<file path="config.mk">
export PLATFORM = sky130hd
export DESIGN_NAME = stereo_biquad_filter
export DESIGN_NICKNAME = d
export VERILOG_FILES = /design/src/design/sbq_pkg.sv /design/src/design/sbq_cfg_regs.sv /design/src/design/sbq_ctrl.sv /design/src/design/sbq_datapath.sv /design/src/design/stereo_biquad_filter.sv
export SDC_FILE = /design/constraint.sdc
export NUM_CORES = 2
export LEC_CHECK = 0
export BUFFER_PORTS_ARGS = -buffer_cell sky130_fd_sc_hd__buf_2
export CAP_MARGIN = 20
export CORE_MARGIN = 8
export CORE_UTILIZATION = 40
export CTS_BUF_LIST = sky130_fd_sc_hd__clkbuf_16
export CTS_CLUSTER_DIAMETER = 50
export DETAILED_ROUTE_END_ITERATION = 7
export GPL_TIMING_DRIVEN = 0
export SLEW_MARGIN = 30
export SYNTH_ARGS = -nofsm -noshare
export SYNTH_HDL_FRONTEND = slang
export SYNTH_HIERARCHICAL = 1
export SYNTH_SLANG_ARGS = --single-unit
</file>
<file path="constraint.sdc">
create_clock -name clk -period 18.3 [get_ports clk]
set_input_delay 0.915 -clock clk [delete_from_list [all_inputs] [get_ports clk]]
set_output_delay 0.915 -clock clk [all_outputs]
set_load 0.05 [all_outputs]
</file>
<file path="src/design/sbq_pkg.sv">
`timescale 1ns / 1ps
`default_nettype none
// ============================================================================
// sbq_pkg - shared types and constants of the stereo biquad filter
// Widths, register indexes, controller states and the command bundle that
// links the sequencer to the datapath.
// ============================================================================
package sbq_pkg;

  localparam int SAMPLE_BITS    = 24;
  localparam int COEF_FRAC_BITS = 24;

  localparam int COEF_BITS      = 32;
  localparam int GAIN_BITS      = 17;
  localparam int GAIN_FRAC_BITS = 16;
  localparam int Y_BITS         = 32;
  localparam int CFG_DATA_W     = 32;
  localparam int CFG_IDX_W      = 3;

  // Shared multiplier: 33x33 signed covers coef*sample, coef*y and y*gain
  localparam int MUL_W  = 33;
  localparam int PROD_W = 64;
  localparam int ACC_W  = PROD_W + 3;

  localparam int NUM_TAPS = 5;
  localparam int TAP_W    = $clog2(NUM_TAPS + 1);

  localparam logic [CFG_IDX_W-1:0] REG_B0     = CFG_IDX_W'(0);
  localparam logic [CFG_IDX_W-1:0] REG_B1     = CFG_IDX_W'(1);
  localparam logic [CFG_IDX_W-1:0] REG_B2     = CFG_IDX_W'(2);
  localparam logic [CFG_IDX_W-1:0] REG_FB1    = CFG_IDX_W'(3);
  localparam logic [CFG_IDX_W-1:0] REG_FB2    = CFG_IDX_W'(4);
  localparam logic [CFG_IDX_W-1:0] REG_GAIN   = CFG_IDX_W'(5);
  localparam logic [CFG_IDX_W-1:0] REG_BYPASS = CFG_IDX_W'(6);

  localparam logic [COEF_BITS-1:0] B0_RESET   = COEF_BITS'(1) << COEF_FRAC_BITS;
  localparam logic [GAIN_BITS-1:0] GAIN_RESET = GAIN_BITS'(1) << GAIN_FRAC_BITS;

  localparam logic [Y_BITS-1:0] Y_MAX = {1'b0, {(Y_BITS - 1){1'b1}}};
  localparam logic [Y_BITS-1:0] Y_MIN = {1'b1, {(Y_BITS - 1){1'b0}}};
  localparam logic [SAMPLE_BITS-1:0] S_MAX = {1'b0, {(SAMPLE_BITS - 1){1'b1}}};
  localparam logic [SAMPLE_BITS-1:0] S_MIN = {1'b1, {(SAMPLE_BITS - 1){1'b0}}};

  typedef struct packed {
    logic signed [COEF_BITS-1:0] b0;
    logic signed [COEF_BITS-1:0] b1;
    logic signed [COEF_BITS-1:0] b2;
    logic signed [COEF_BITS-1:0] fb1;
    logic signed [COEF_BITS-1:0] fb2;
    logic [GAIN_BITS-1:0]        gain;
    logic                        bypass;
  } cfg_t;

  typedef enum logic [2:0] {
    SEL_B0,
    SEL_B1,
    SEL_B2,
    SEL_FB1,
    SEL_FB2,
    SEL_GAIN
  } mul_sel_t;

  typedef enum logic [2:0] {
    ST_IDLE,
    ST_MAC,
    ST_ROUND,
    ST_GAIN,
    ST_SCALE,
    ST_OUT
  } state_t;

  typedef struct packed {
    logic     load_in;
    logic     mul_en;
    mul_sel_t mul_sel;
    logic     acc_clear;
    logic     acc_en;
    logic     round_en;
    logic     scale_en;
    logic     ch;
    logic     out_load;
  } cmd_t;

endpackage
`default_nettype wire

</file>
<file path="src/design/sbq_cfg_regs.sv">
`timescale 1ns / 1ps
`default_nettype none
// ============================================================================
// sbq_cfg_regs - configuration register file
// Holds the coefficients, output gain and bypass flag; unknown indexes drop.
// ============================================================================
module sbq_cfg_regs (
  input  wire                                   clk,
  input  wire                                   rst,
  input  wire                                   cfg_we,
  input  wire  [sbq_pkg::CFG_IDX_W-1:0]         cfg_index,
  input  wire  [sbq_pkg::CFG_DATA_W-1:0]        cfg_data,
  output sbq_pkg::cfg_t                         cfg
);

  always_ff @(posedge clk) begin
    if (rst) begin
      cfg.b0     <= sbq_pkg::B0_RESET;
      cfg.b1     <= '0;
      cfg.b2     <= '0;
      cfg.fb1    <= '0;
      cfg.fb2    <= '0;
      cfg.gain   <= sbq_pkg::GAIN_RESET;
      cfg.bypass <= 1'b0;
    end else if (cfg_we) begin
      case (cfg_index)
        sbq_pkg::REG_B0:     cfg.b0     <= cfg_data[sbq_pkg::COEF_BITS-1:0];
        sbq_pkg::REG_B1:     cfg.b1     <= cfg_data[sbq_pkg::COEF_BITS-1:0];
        sbq_pkg::REG_B2:     cfg.b2     <= cfg_data[sbq_pkg::COEF_BITS-1:0];
        sbq_pkg::REG_FB1:    cfg.fb1    <= cfg_data[sbq_pkg::COEF_BITS-1:0];
        sbq_pkg::REG_FB2:    cfg.fb2    <= cfg_data[sbq_pkg::COEF_BITS-1:0];
        sbq_pkg::REG_GAIN:   cfg.gain   <= cfg_data[sbq_pkg::GAIN_BITS-1:0];
        sbq_pkg::REG_BYPASS: cfg.bypass <= cfg_data[0];
        default: ;  // drop writes to unused indexes
      endcase
    end
  end

endmodule
`default_nettype wire

</file>
<file path="src/design/sbq_ctrl.sv">
`timescale 1ns / 1ps
`default_nettype none
// ============================================================================
// sbq_ctrl - sequencer of the stereo biquad
// Steps both channels through five multiply-accumulate taps, rounding and
// gain (skipped in bypass), then hands the transaction to the output register.
// ============================================================================
module sbq_ctrl (
  input  wire           clk,
  input  wire           rst,
  input  wire           in_valid,
  output logic          in_ready,
  output logic          out_valid,
  input  wire           out_ready,
  input  wire           bypass,
  output sbq_pkg::cmd_t cmd
);

  sbq_pkg::state_t                 state, state_next;
  logic [sbq_pkg::TAP_W-1:0]       tap, tap_next;
  logic                            ch, ch_next;
  logic                            out_valid_next;

  always_ff @(posedge clk) begin
    if (rst) begin
      state     <= sbq_pkg::ST_IDLE;
      tap       <= '0;
      ch        <= 1'b0;
      out_valid <= 1'b0;
    end else begin
      state     <= state_next;
      tap       <= tap_next;
      ch        <= ch_next;
      out_valid <= out_valid_next;
    end
  end

  always_comb begin
    state_next     = state;
    tap_next       = tap;
    ch_next        = ch;
    out_valid_next = out_valid && !out_ready;
    in_ready       = 1'b0;
    cmd            = '0;
    cmd.mul_sel    = sbq_pkg::SEL_B0;
    cmd.ch         = ch;
    case (state)
      sbq_pkg::ST_IDLE: begin
        in_ready = 1'b1;
        tap_next = '0;
        ch_next  = 1'b0;
        if (in_valid) begin
          cmd.load_in = 1'b1;
          state_next  = bypass ? sbq_pkg::ST_OUT : sbq_pkg::ST_MAC;
        end
      end
      sbq_pkg::ST_MAC: begin
        // issue a product on taps 0..4, fold it into the sum in the next cycle
        cmd.mul_en    = (tap != sbq_pkg::TAP_W'(sbq_pkg::NUM_TAPS));
        cmd.acc_clear = (tap == '0);
        cmd.acc_en    = (tap != '0);
        case (tap)
          sbq_pkg::TAP_W'(0): cmd.mul_sel = sbq_pkg::SEL_B0;
          sbq_pkg::TAP_W'(1): cmd.mul_sel = sbq_pkg::SEL_B1;
          sbq_pkg::TAP_W'(2): cmd.mul_sel = sbq_pkg::SEL_B2;
          sbq_pkg::TAP_W'(3): cmd.mul_sel = sbq_pkg::SEL_FB1;
          default:            cmd.mul_sel = sbq_pkg::SEL_FB2;
        endcase
        tap_next = tap + 1'b1;
        if (tap == sbq_pkg::TAP_W'(sbq_pkg::NUM_TAPS)) begin
          state_next = sbq_pkg::ST_ROUND;
        end
      end
      sbq_pkg::ST_ROUND: begin
        cmd.round_en = 1'b1;
        state_next   = sbq_pkg::ST_GAIN;
      end
      sbq_pkg::ST_GAIN: begin
        cmd.mul_en  = 1'b1;
        cmd.mul_sel = sbq_pkg::SEL_GAIN;
        state_next  = sbq_pkg::ST_SCALE;
      end
      sbq_pkg::ST_SCALE: begin
        cmd.scale_en = 1'b1;
        tap_next     = '0;
        if (!ch) begin
          ch_next    = 1'b1;
          state_next = sbq_pkg::ST_MAC;
        end else begin
          state_next = sbq_pkg::ST_OUT;
        end
      end
      sbq_pkg::ST_OUT: begin
        if (!out_valid || out_ready) begin
          cmd.out_load   = 1'b1;
          out_valid_next = 1'b1;
          state_next     = sbq_pkg::ST_IDLE;
        end
      end
      default: begin
        state_next = sbq_pkg::ST_IDLE;
      end
    endcase
  end

endmodule
`default_nettype wire

</file>
<file path="src/design/sbq_datapath.sv">
`timescale 1ns / 1ps
`default_nettype none
// ============================================================================
// sbq_datapath - shared multiplier, accumulator and history of both channels
// One registered multiplier feeds a wide accumulator; rounding, saturation
// and the output register follow.
// ============================================================================
module sbq_datapath (
  input  wire                                   clk,
  input  wire                                   rst,
  input  sbq_pkg::cfg_t                         cfg,
  input  sbq_pkg::cmd_t                         cmd,
  input  wire  signed [sbq_pkg::SAMPLE_BITS-1:0] left_sample,
  input  wire  signed [sbq_pkg::SAMPLE_BITS-1:0] right_sample,
  input  wire                                   block_last,
  output logic signed [sbq_pkg::SAMPLE_BITS-1:0] left_out,
  output logic signed [sbq_pkg::SAMPLE_BITS-1:0] right_out,
  output logic                                  block_last_out
);

  localparam int SB = sbq_pkg::SAMPLE_BITS;
  localparam int MW = sbq_pkg::MUL_W;
  localparam int PW = sbq_pkg::PROD_W;
  localparam int AW = sbq_pkg::ACC_W;
  localparam int YB = sbq_pkg::Y_BITS;

  logic signed [SB-1:0] x_in [2];
  logic                 last_in;
  logic signed [SB-1:0] x1 [2];
  logic signed [SB-1:0] x2 [2];
  logic signed [YB-1:0] y1 [2];
  logic signed [YB-1:0] y2 [2];
  logic signed [YB-1:0] y_reg;
  logic signed [SB-1:0] res [2];

  logic signed [MW-1:0]   op_a, op_b;
  logic signed [2*MW-1:0] mul_full;
  logic signed [PW-1:0]   prod;
  logic signed [AW-1:0]   acc;

  logic signed [AW-1:0] acc_rnd, q;
  logic                 q_fits;
  logic signed [YB-1:0] y_new;
  logic signed [PW-1:0] s_rnd, s;
  logic                 s_fits;
  logic signed [SB-1:0] s_sat;

  function automatic logic signed [MW-1:0] sext_coef(input logic [sbq_pkg::COEF_BITS-1:0] v);
    return {{(MW - sbq_pkg::COEF_BITS){v[sbq_pkg::COEF_BITS-1]}}, v};
  endfunction

  function automatic logic signed [MW-1:0] sext_smp(input logic [SB-1:0] v);
    return {{(MW - SB){v[SB-1]}}, v};
  endfunction

  // operand select for the shared multiplier
  always_comb begin
    case (cmd.mul_sel)
      sbq_pkg::SEL_B0: begin
        op_a = sext_coef(cfg.b0);
        op_b = sext_smp(x_in[cmd.ch]);
      end
      sbq_pkg::SEL_B1: begin
        op_a = sext_coef(cfg.b1);
        op_b = sext_smp(x1[cmd.ch]);
      end
      sbq_pkg::SEL_B2: begin
        op_a = sext_coef(cfg.b2);
        op_b = sext_smp(x2[cmd.ch]);
      end
      sbq_pkg::SEL_FB1: begin
        op_a = sext_coef(cfg.fb1);
        op_b = {{(MW - YB){y1[cmd.ch][YB-1]}}, y1[cmd.ch]};
      end
      sbq_pkg::SEL_FB2: begin
        op_a = sext_coef(cfg.fb2);
        op_b = {{(MW - YB){y2[cmd.ch][YB-1]}}, y2[cmd.ch]};
      end
      sbq_pkg::SEL_GAIN: begin
        op_a = {{(MW - YB){y_reg[YB-1]}}, y_reg};
        op_b = {{(MW - sbq_pkg::GAIN_BITS){1'b0}}, cfg.gain};
      end
      default: begin
        op_a = '0;
        op_b = '0;
      end
    endcase
  end

  assign mul_full = op_a * op_b;

  // round half up, then saturate the filter output to 32 bits
  always_comb begin
    acc_rnd = acc + (AW'(1) << (sbq_pkg::COEF_FRAC_BITS - 1));
    q       = acc_rnd >>> sbq_pkg::COEF_FRAC_BITS;
    q_fits  = (&q[AW-1:YB-1]) | ~(|q[AW-1:YB-1]);
    y_new   = q_fits ? q[YB-1:0] : (q[AW-1] ? sbq_pkg::Y_MIN : sbq_pkg::Y_MAX);
  end

  // apply gain rounding and saturate to the sample width
  always_comb begin
    s_rnd  = prod + (PW'(1) << (sbq_pkg::GAIN_FRAC_BITS - 1));
    s      = s_rnd >>> sbq_pkg::GAIN_FRAC_BITS;
    s_fits = (&s[PW-1:SB-1]) | ~(|s[PW-1:SB-1]);
    s_sat  = s_fits ? s[SB-1:0] : (s[PW-1] ? sbq_pkg::S_MIN : sbq_pkg::S_MAX);
  end

  // payload registers
  always_ff @(posedge clk) begin
    if (cmd.load_in) begin
      x_in[0] <= left_sample;
      x_in[1] <= right_sample;
      last_in <= block_last;
    end
    if (cmd.mul_en) begin
      prod <= mul_full[PW-1:0];
    end
    if (cmd.acc_clear) begin
      acc <= '0;
    end else if (cmd.acc_en) begin
      acc <= acc + {{(AW - PW){prod[PW-1]}}, prod};
    end
    if (cmd.round_en) begin
      y_reg <= y_new;
    end
    if (cmd.scale_en) begin
      res[cmd.ch] <= s_sat;
    end
    if (cmd.out_load) begin
      left_out       <= cfg.bypass ? x_in[0] : res[0];
      right_out      <= cfg.bypass ? x_in[1] : res[1];
      block_last_out <= last_in;
    end
  end

  // filter history, cleared by reset only
  always_ff @(posedge clk) begin
    if (rst) begin
      for (int i = 0; i < 2; i++) begin
        x1[i] <= '0;
        x2[i] <= '0;
        y1[i] <= '0;
        y2[i] <= '0;
      end
    end else if (cmd.round_en) begin
      x2[cmd.ch] <= x1[cmd.ch];
      x1[cmd.ch] <= x_in[cmd.ch];
      y2[cmd.ch] <= y1[cmd.ch];
      y1[cmd.ch] <= y_new;
    end
  end

endmodule
`default_nettype wire

</file>
<file path="src/design/stereo_biquad_filter.sv">
`timescale 1ns / 1ps
`default_nettype none
// ============================================================================
// stereo_biquad_filter - two-channel direct-form-I biquad with output gain
// Filters a stereo sample pair per transaction with shared coefficients,
// then applies a Q1.16 post gain with rounding and saturation.
// ============================================================================
// One transaction carries a stereo pair and returns one filtered pair. Both
// channels go through a single shared 33x33 multiplier: per channel five
// multiply-accumulate taps and a drain of the last product, rounding and
// saturation of the filter output into the history, one gain multiply, and
// rounding and saturation to the sample width. The accept comes first and
// the output load last; in bypass the accept leads straight to the output
// load. The block takes one pair at a time (in_ready is high only while
// the sequencer is idle), but the result sits in its own output register,
// so the next pair is accepted and processed while the previous result
// waits for out_ready. Coefficients are signed Q8.24, the gain unsigned
// Q1.16 (65536 is unity); the filter history keeps the 32-bit filter output
// before gain. Write configuration only while no transaction is in flight.
// The history is cleared by reset only; bypass freezes it.
// ============================================================================
module stereo_biquad_filter (
  input  wire                                    clk,
  input  wire                                    rst,
  input  wire                                    cfg_we,
  input  wire  [sbq_pkg::CFG_IDX_W-1:0]          cfg_index,
  input  wire  [sbq_pkg::CFG_DATA_W-1:0]         cfg_data,
  input  wire                                    in_valid,
  output logic                                   in_ready,
  input  wire  signed [sbq_pkg::SAMPLE_BITS-1:0] left_sample,
  input  wire  signed [sbq_pkg::SAMPLE_BITS-1:0] right_sample,
  input  wire                                    block_last,
  output logic                                   out_valid,
  input  wire                                    out_ready,
  output logic signed [sbq_pkg::SAMPLE_BITS-1:0] left_out,
  output logic signed [sbq_pkg::SAMPLE_BITS-1:0] right_out,
  output logic                                   block_last_out
);

  sbq_pkg::cfg_t cfg;
  sbq_pkg::cmd_t cmd;

  // register file: coefficients, gain, bypass
  sbq_cfg_regs u_cfg (
    .clk       (clk),
    .rst       (rst),
    .cfg_we    (cfg_we),
    .cfg_index (cfg_index),
    .cfg_data  (cfg_data),
    .cfg       (cfg)
  );

  // sequencer: owns both handshakes and issues datapath commands
  sbq_ctrl u_ctrl (
    .clk       (clk),
    .rst       (rst),
    .in_valid  (in_valid),
    .in_ready  (in_ready),
    .out_valid (out_valid),
    .out_ready (out_ready),
    .bypass    (cfg.bypass),
    .cmd       (cmd)
  );

  // arithmetic, history and output register
  sbq_datapath u_dp (
    .clk            (clk),
    .rst            (rst),
    .cfg            (cfg),
    .cmd            (cmd),
    .left_sample    (left_sample),
    .right_sample   (right_sample),
    .block_last     (block_last),
    .left_out       (left_out),
    .right_out      (right_out),
    .block_last_out (block_last_out)
  );

`ifndef NO_ASSERTIONS
  // latch inputs only on a real transaction
  a_load_on_accept: assert property (@(posedge clk) disable iff (rst)
    cmd.load_in |-> (in_valid && in_ready))
    else $error("input latched without an accepted transaction");

  // never overwrite a result that has not been taken
  a_no_overwrite: assert property (@(posedge clk) disable iff (rst)
    cmd.out_load |-> (!out_valid || out_ready))
    else $error("output register overwritten while still pending");

  // a loaded result is presented in the next cycle
  a_load_shows: assert property (@(posedge clk) disable iff (rst)
    cmd.out_load |=> out_valid)
    else $error("loaded result not presented");

  // sequencing phases are mutually exclusive
  a_phase_excl: assert property (@(posedge clk) disable iff (rst)
    $onehot0({cmd.load_in, cmd.round_en, cmd.scale_en, cmd.out_load}))
    else $error("overlapping sequencer phases");
`endif

endmodule
`default_nettype wire
</file>
==> flow_metrics.py <==
metrics = {
    "status": {
        "status": "complete, no violations",
    },
    "worst_setup_path": {
        "timing.rr.start": "u_ctrl/state[2]",
        "start_kind": "flip-flop",
        "rr_worst_depth": 38,
        "worst_r2r_endpoint": "u_dp/prod[57]",
        "endpoint": "u_dp/prod[57]",
        "slowest_stage": "buf_1",
        "cp_max_fo": 10,
        "rrSetupSlack_ns": 2.60,
        "crit_type": "flip-flop to flip-flop",
        "cpMostUsedCell": "fa_1",
        "endpoint_kind": "flip-flop",
        "critPathLaunch": "u_ctrl/state[2]",
        "worstPathRequired_ns": 18.78,
        "critical_path_arrival_ns": 16.17,
        "cpPeakStageDelay_ns": 0.90,
    },
    "global_route": {
        "grt_remaining_overflow": 0,
        "grt_max_degree": 46,
        "grt_pass1_wl_um": 422200,
        "track_usage": 0.3031,
        "antenna_found_initial": 17,
        "first_global_vias": 56870,
    },
    "power": {
        "powerDensity_mw_per_mm2": 101.6,
        "cellLeakagePower_nw": 36.09,
        "peakVddDrop_v": 0.00009887,
        "sw_frac_of_total": 0.4680,
        "p_seq_frac": 0.268,
        "clockPowerShare": 0.197,
        "p_int_mw": 4.317,
        "power_switching_mw": 3.797,
        "finalPower_mw": 8.114,
        "comb_power_share": 0.536,
    },
    "clock_network": {
        "cts_buffers": 80,
        "clockRootBuffer": "clkbuf_16",
        "post_cts_buffers": 0,
        "clock_latency_ns": 0.68,
        "clk_pin_slew_ns": 0.07,
        "cts_resized": 0,
        "tritoncts": "yes",
        "h-tree-depth": 3,
        "cts_buffer_depth": 3,
        "cts_sinks": 719,
        "cts_hold_buf": 0,
    },
    "logic_synthesis": {
        "synth_edf_count": 466,
        "syn_nets": 8740,
        "synth_ff_type": "edfxtp_1",
        "async_reset_ff_frac": 0,
        "syn-cell-area_mm2": 0.07200,
        "yosys-top-cells-area": "fa_1, edfxtp_1, dfxtp_1",
        "ys_seq_elements": 719,
        "syn_area_per_cell_um2": 9.917,
        "ys_warn_count": 6,
        "yosysTopAreaCell": "fa_1",
        "ys_seq_area_frac": 0.2647,
        "synthDistinctLibCells": 91,
        "synth_top_area_frac": 0.3075,
        "netlist_instances": 7260,
    },
    "route": {
        "wl_per_cell_um": 29.74,
        "drt_first_pass_iters": 7,
        "drcViolationCount": 0,
        "postRouteAntennaNets": 0,
        "first_iter_violations": 6759,
        "via_count": 57130,
        "wirelength_um": 296700,
        "viasPerCell": 5.726,
    },
    "final_layout": {
        "drive_above_1_share": 0.07697,
        "postLayoutCoreUtil": 0.4470,
        "largest_register_ffs": 178,
        "fin_nets": 9030,
        "top_regs": "u_cfg/cfg x178, u_dp/acc x67",
        "largest-register": "u_cfg/cfg",
        "area_delta_synth_final_pct": 10.89,
        "final_common_cell": "inv_1",
        "instances_no_fill": 9977,
        "mostFrequentLayoutCells": "inv_1, fa_1, nand2_1, nor2_1, edfxtp_1",
        "fillers": 17170,
        "final_area_mm2": 0.07984,
    },
    "timing": {
        "relSlewSlack": 0.2226,
        "tns_ns": 0,
        "worstMarginPinSlew_ns": 1.166,
        "finalCritPeriodShare": 0.8578,
        "skew_ns": 0.02715,
        "fin_crit_ns": 15.70,
        "max_freq_mhz": 63.70,
        "grt_setup_unrepaired": "false",
        "holdWs_ns": 0.4020,
        "hold_viol_final": 0,
        "layout_setup_ws_ns": 2.602,
        "maxSlewViolCount": 0,
        "report.final.setup_viol": 0,
    },
    "placed_design": {
        "place_hpwl_um": 242100,
        "place_congestion": 1.021,
        "dpl_cell_area_mm2": 0.07727,
        "io_buffers": 136,
        "place_ws_ns": 2.688,
        "dp.cells": 9823,
    },
    "die": {
        "start_util": 0.4031,
        "core_area_mm2": 0.1786,
        "rows": 155,
        "dieArea_mm2": 0.1938,
        "die_y_um": 440.3,
        "fp.dieW_um": 440.3,
        "num_io_pins": 140,
    },
    "min_path": {
        "hold_class": "input pin to flip-flop",
        "holdPathStages": 1,
    },
    "job": {
        "drv_cap": 0,
    },
}
==> worst max-delay path, delay by kind of cell (launching register included) <==
family / cells / cell delay (ns)
compound gates: 9 / 3.50
xor+xnor: 1 / 0.29
buf+inv: 12 / 3.91
fa+ha+maj: 9 / 4.90
flops: 1 / 0.32
simple gates: 7 / 2.46
==> per-layer routing <==
| metal | vias up | routed length (µm) | GRT usage |
|---|---|---|---|
| li1 | 24020 | - | - |
| met1 | 29220 | 120900 | 0.4159 |
| met2 | 3244 | 125700 | 0.4473 |
| met3 | 627 | 34260 | 0.09100 |
| met4 | 14 | 15710 | 0.1246 |
| met5 | - | 98 | 0 |
==> power groups by stage <==
stage	registers (mW)	clock network [mW]	logic [mW]
after global routing	2.18	1.68	4.72
after floorplan	2.09	0	2.59
after global placement	2.20	0	4.22
after detailed placement	2.20	0	4.22
final	2.17	1.59	4.35
after CTS	2.17	1.62	4.29
==> how the worst min path moves through the flow <==
stage	from	endpoint
floorplan	u_dp/last_in	u_dp/block_last_out
global placement	u_dp/last_in	u_dp/block_last_out
detailed placement	u_dp/last_in	u_dp/block_last_out
CTS	left_sample[7]	u_dp/x_in[0][7]
global route	left_sample[10]	u_dp/x_in[0][10]
finish	right_sample[13]	u_dp/x_in[1][13]
==> cell usage after synthesis (all sizes together), types with 10 or more instances <==
| cell type | instances |
|---|---|
| inv | 1124 |
| fa | 1106 |
| nand2 | 808 |
| nor2 | 709 |
| edfxtp | 466 |
| clkbuf | 335 |
| mux2i | 307 |
| ha | 285 |
| dfxtp | 253 |
| nand2b | 245 |
| and3 | 170 |
| a21oi | 169 |
| o21ai | 142 |
| xnor2 | 141 |
| a22oi | 84 |
| nand3 | 71 |
| a21o | 68 |
| buf | 65 |
| xor2 | 61 |
| mux2 | 58 |
| a221oi | 57 |
| nand4 | 55 |
| and2 | 47 |
| a221o | 46 |
| nor3 | 42 |
| nor2b | 30 |
| a211oi | 26 |
| o21a | 26 |
| o21bai | 25 |
| o211ai | 23 |
| a31oi | 18 |
| nor4 | 18 |
| o22ai | 14 |
| a22o | 13 |
| or2 | 12 |
| o221ai | 10 |
==> layout make-up <==
class | count | area, µm² | share of cell area
diodes | 9 | 22.52 | 0.0002821
plain buffers | 400 | 1659 | 0.02078
clock buffers | 82 | 2052 | 0.02570
clock inverters | 63 | 479.2 | 0.006002
inverters | 1126 | 4227 | 0.05294
multi-input cells | 5015 | 47820 | 0.5990
flip-flops and latches | 719 | 19060 | 0.2387
well taps | 2355 | 2947 | 0.03691
repair buffers | 208 | 1575 | 0.01973
==> kinds of logic (layout without fill, tap and decap cells) <==
family / after synthesis / in the layout / synth area share
fa+ha+maj: 1391 / 1391 / 0.3570
mux: 365 / 365 / 0.05175
other cells: 0 / 9 / 0
buf+inv: 1526 / 1879 / 0.08088
flops: 719 / 719 / 0.2647
simple gates: 2256 / 2256 / 0.1436
xor+xnor: 202 / 202 / 0.02468
compound gates: 801 / 801 / 0.07740
Power figures use the tool's default switching activity.
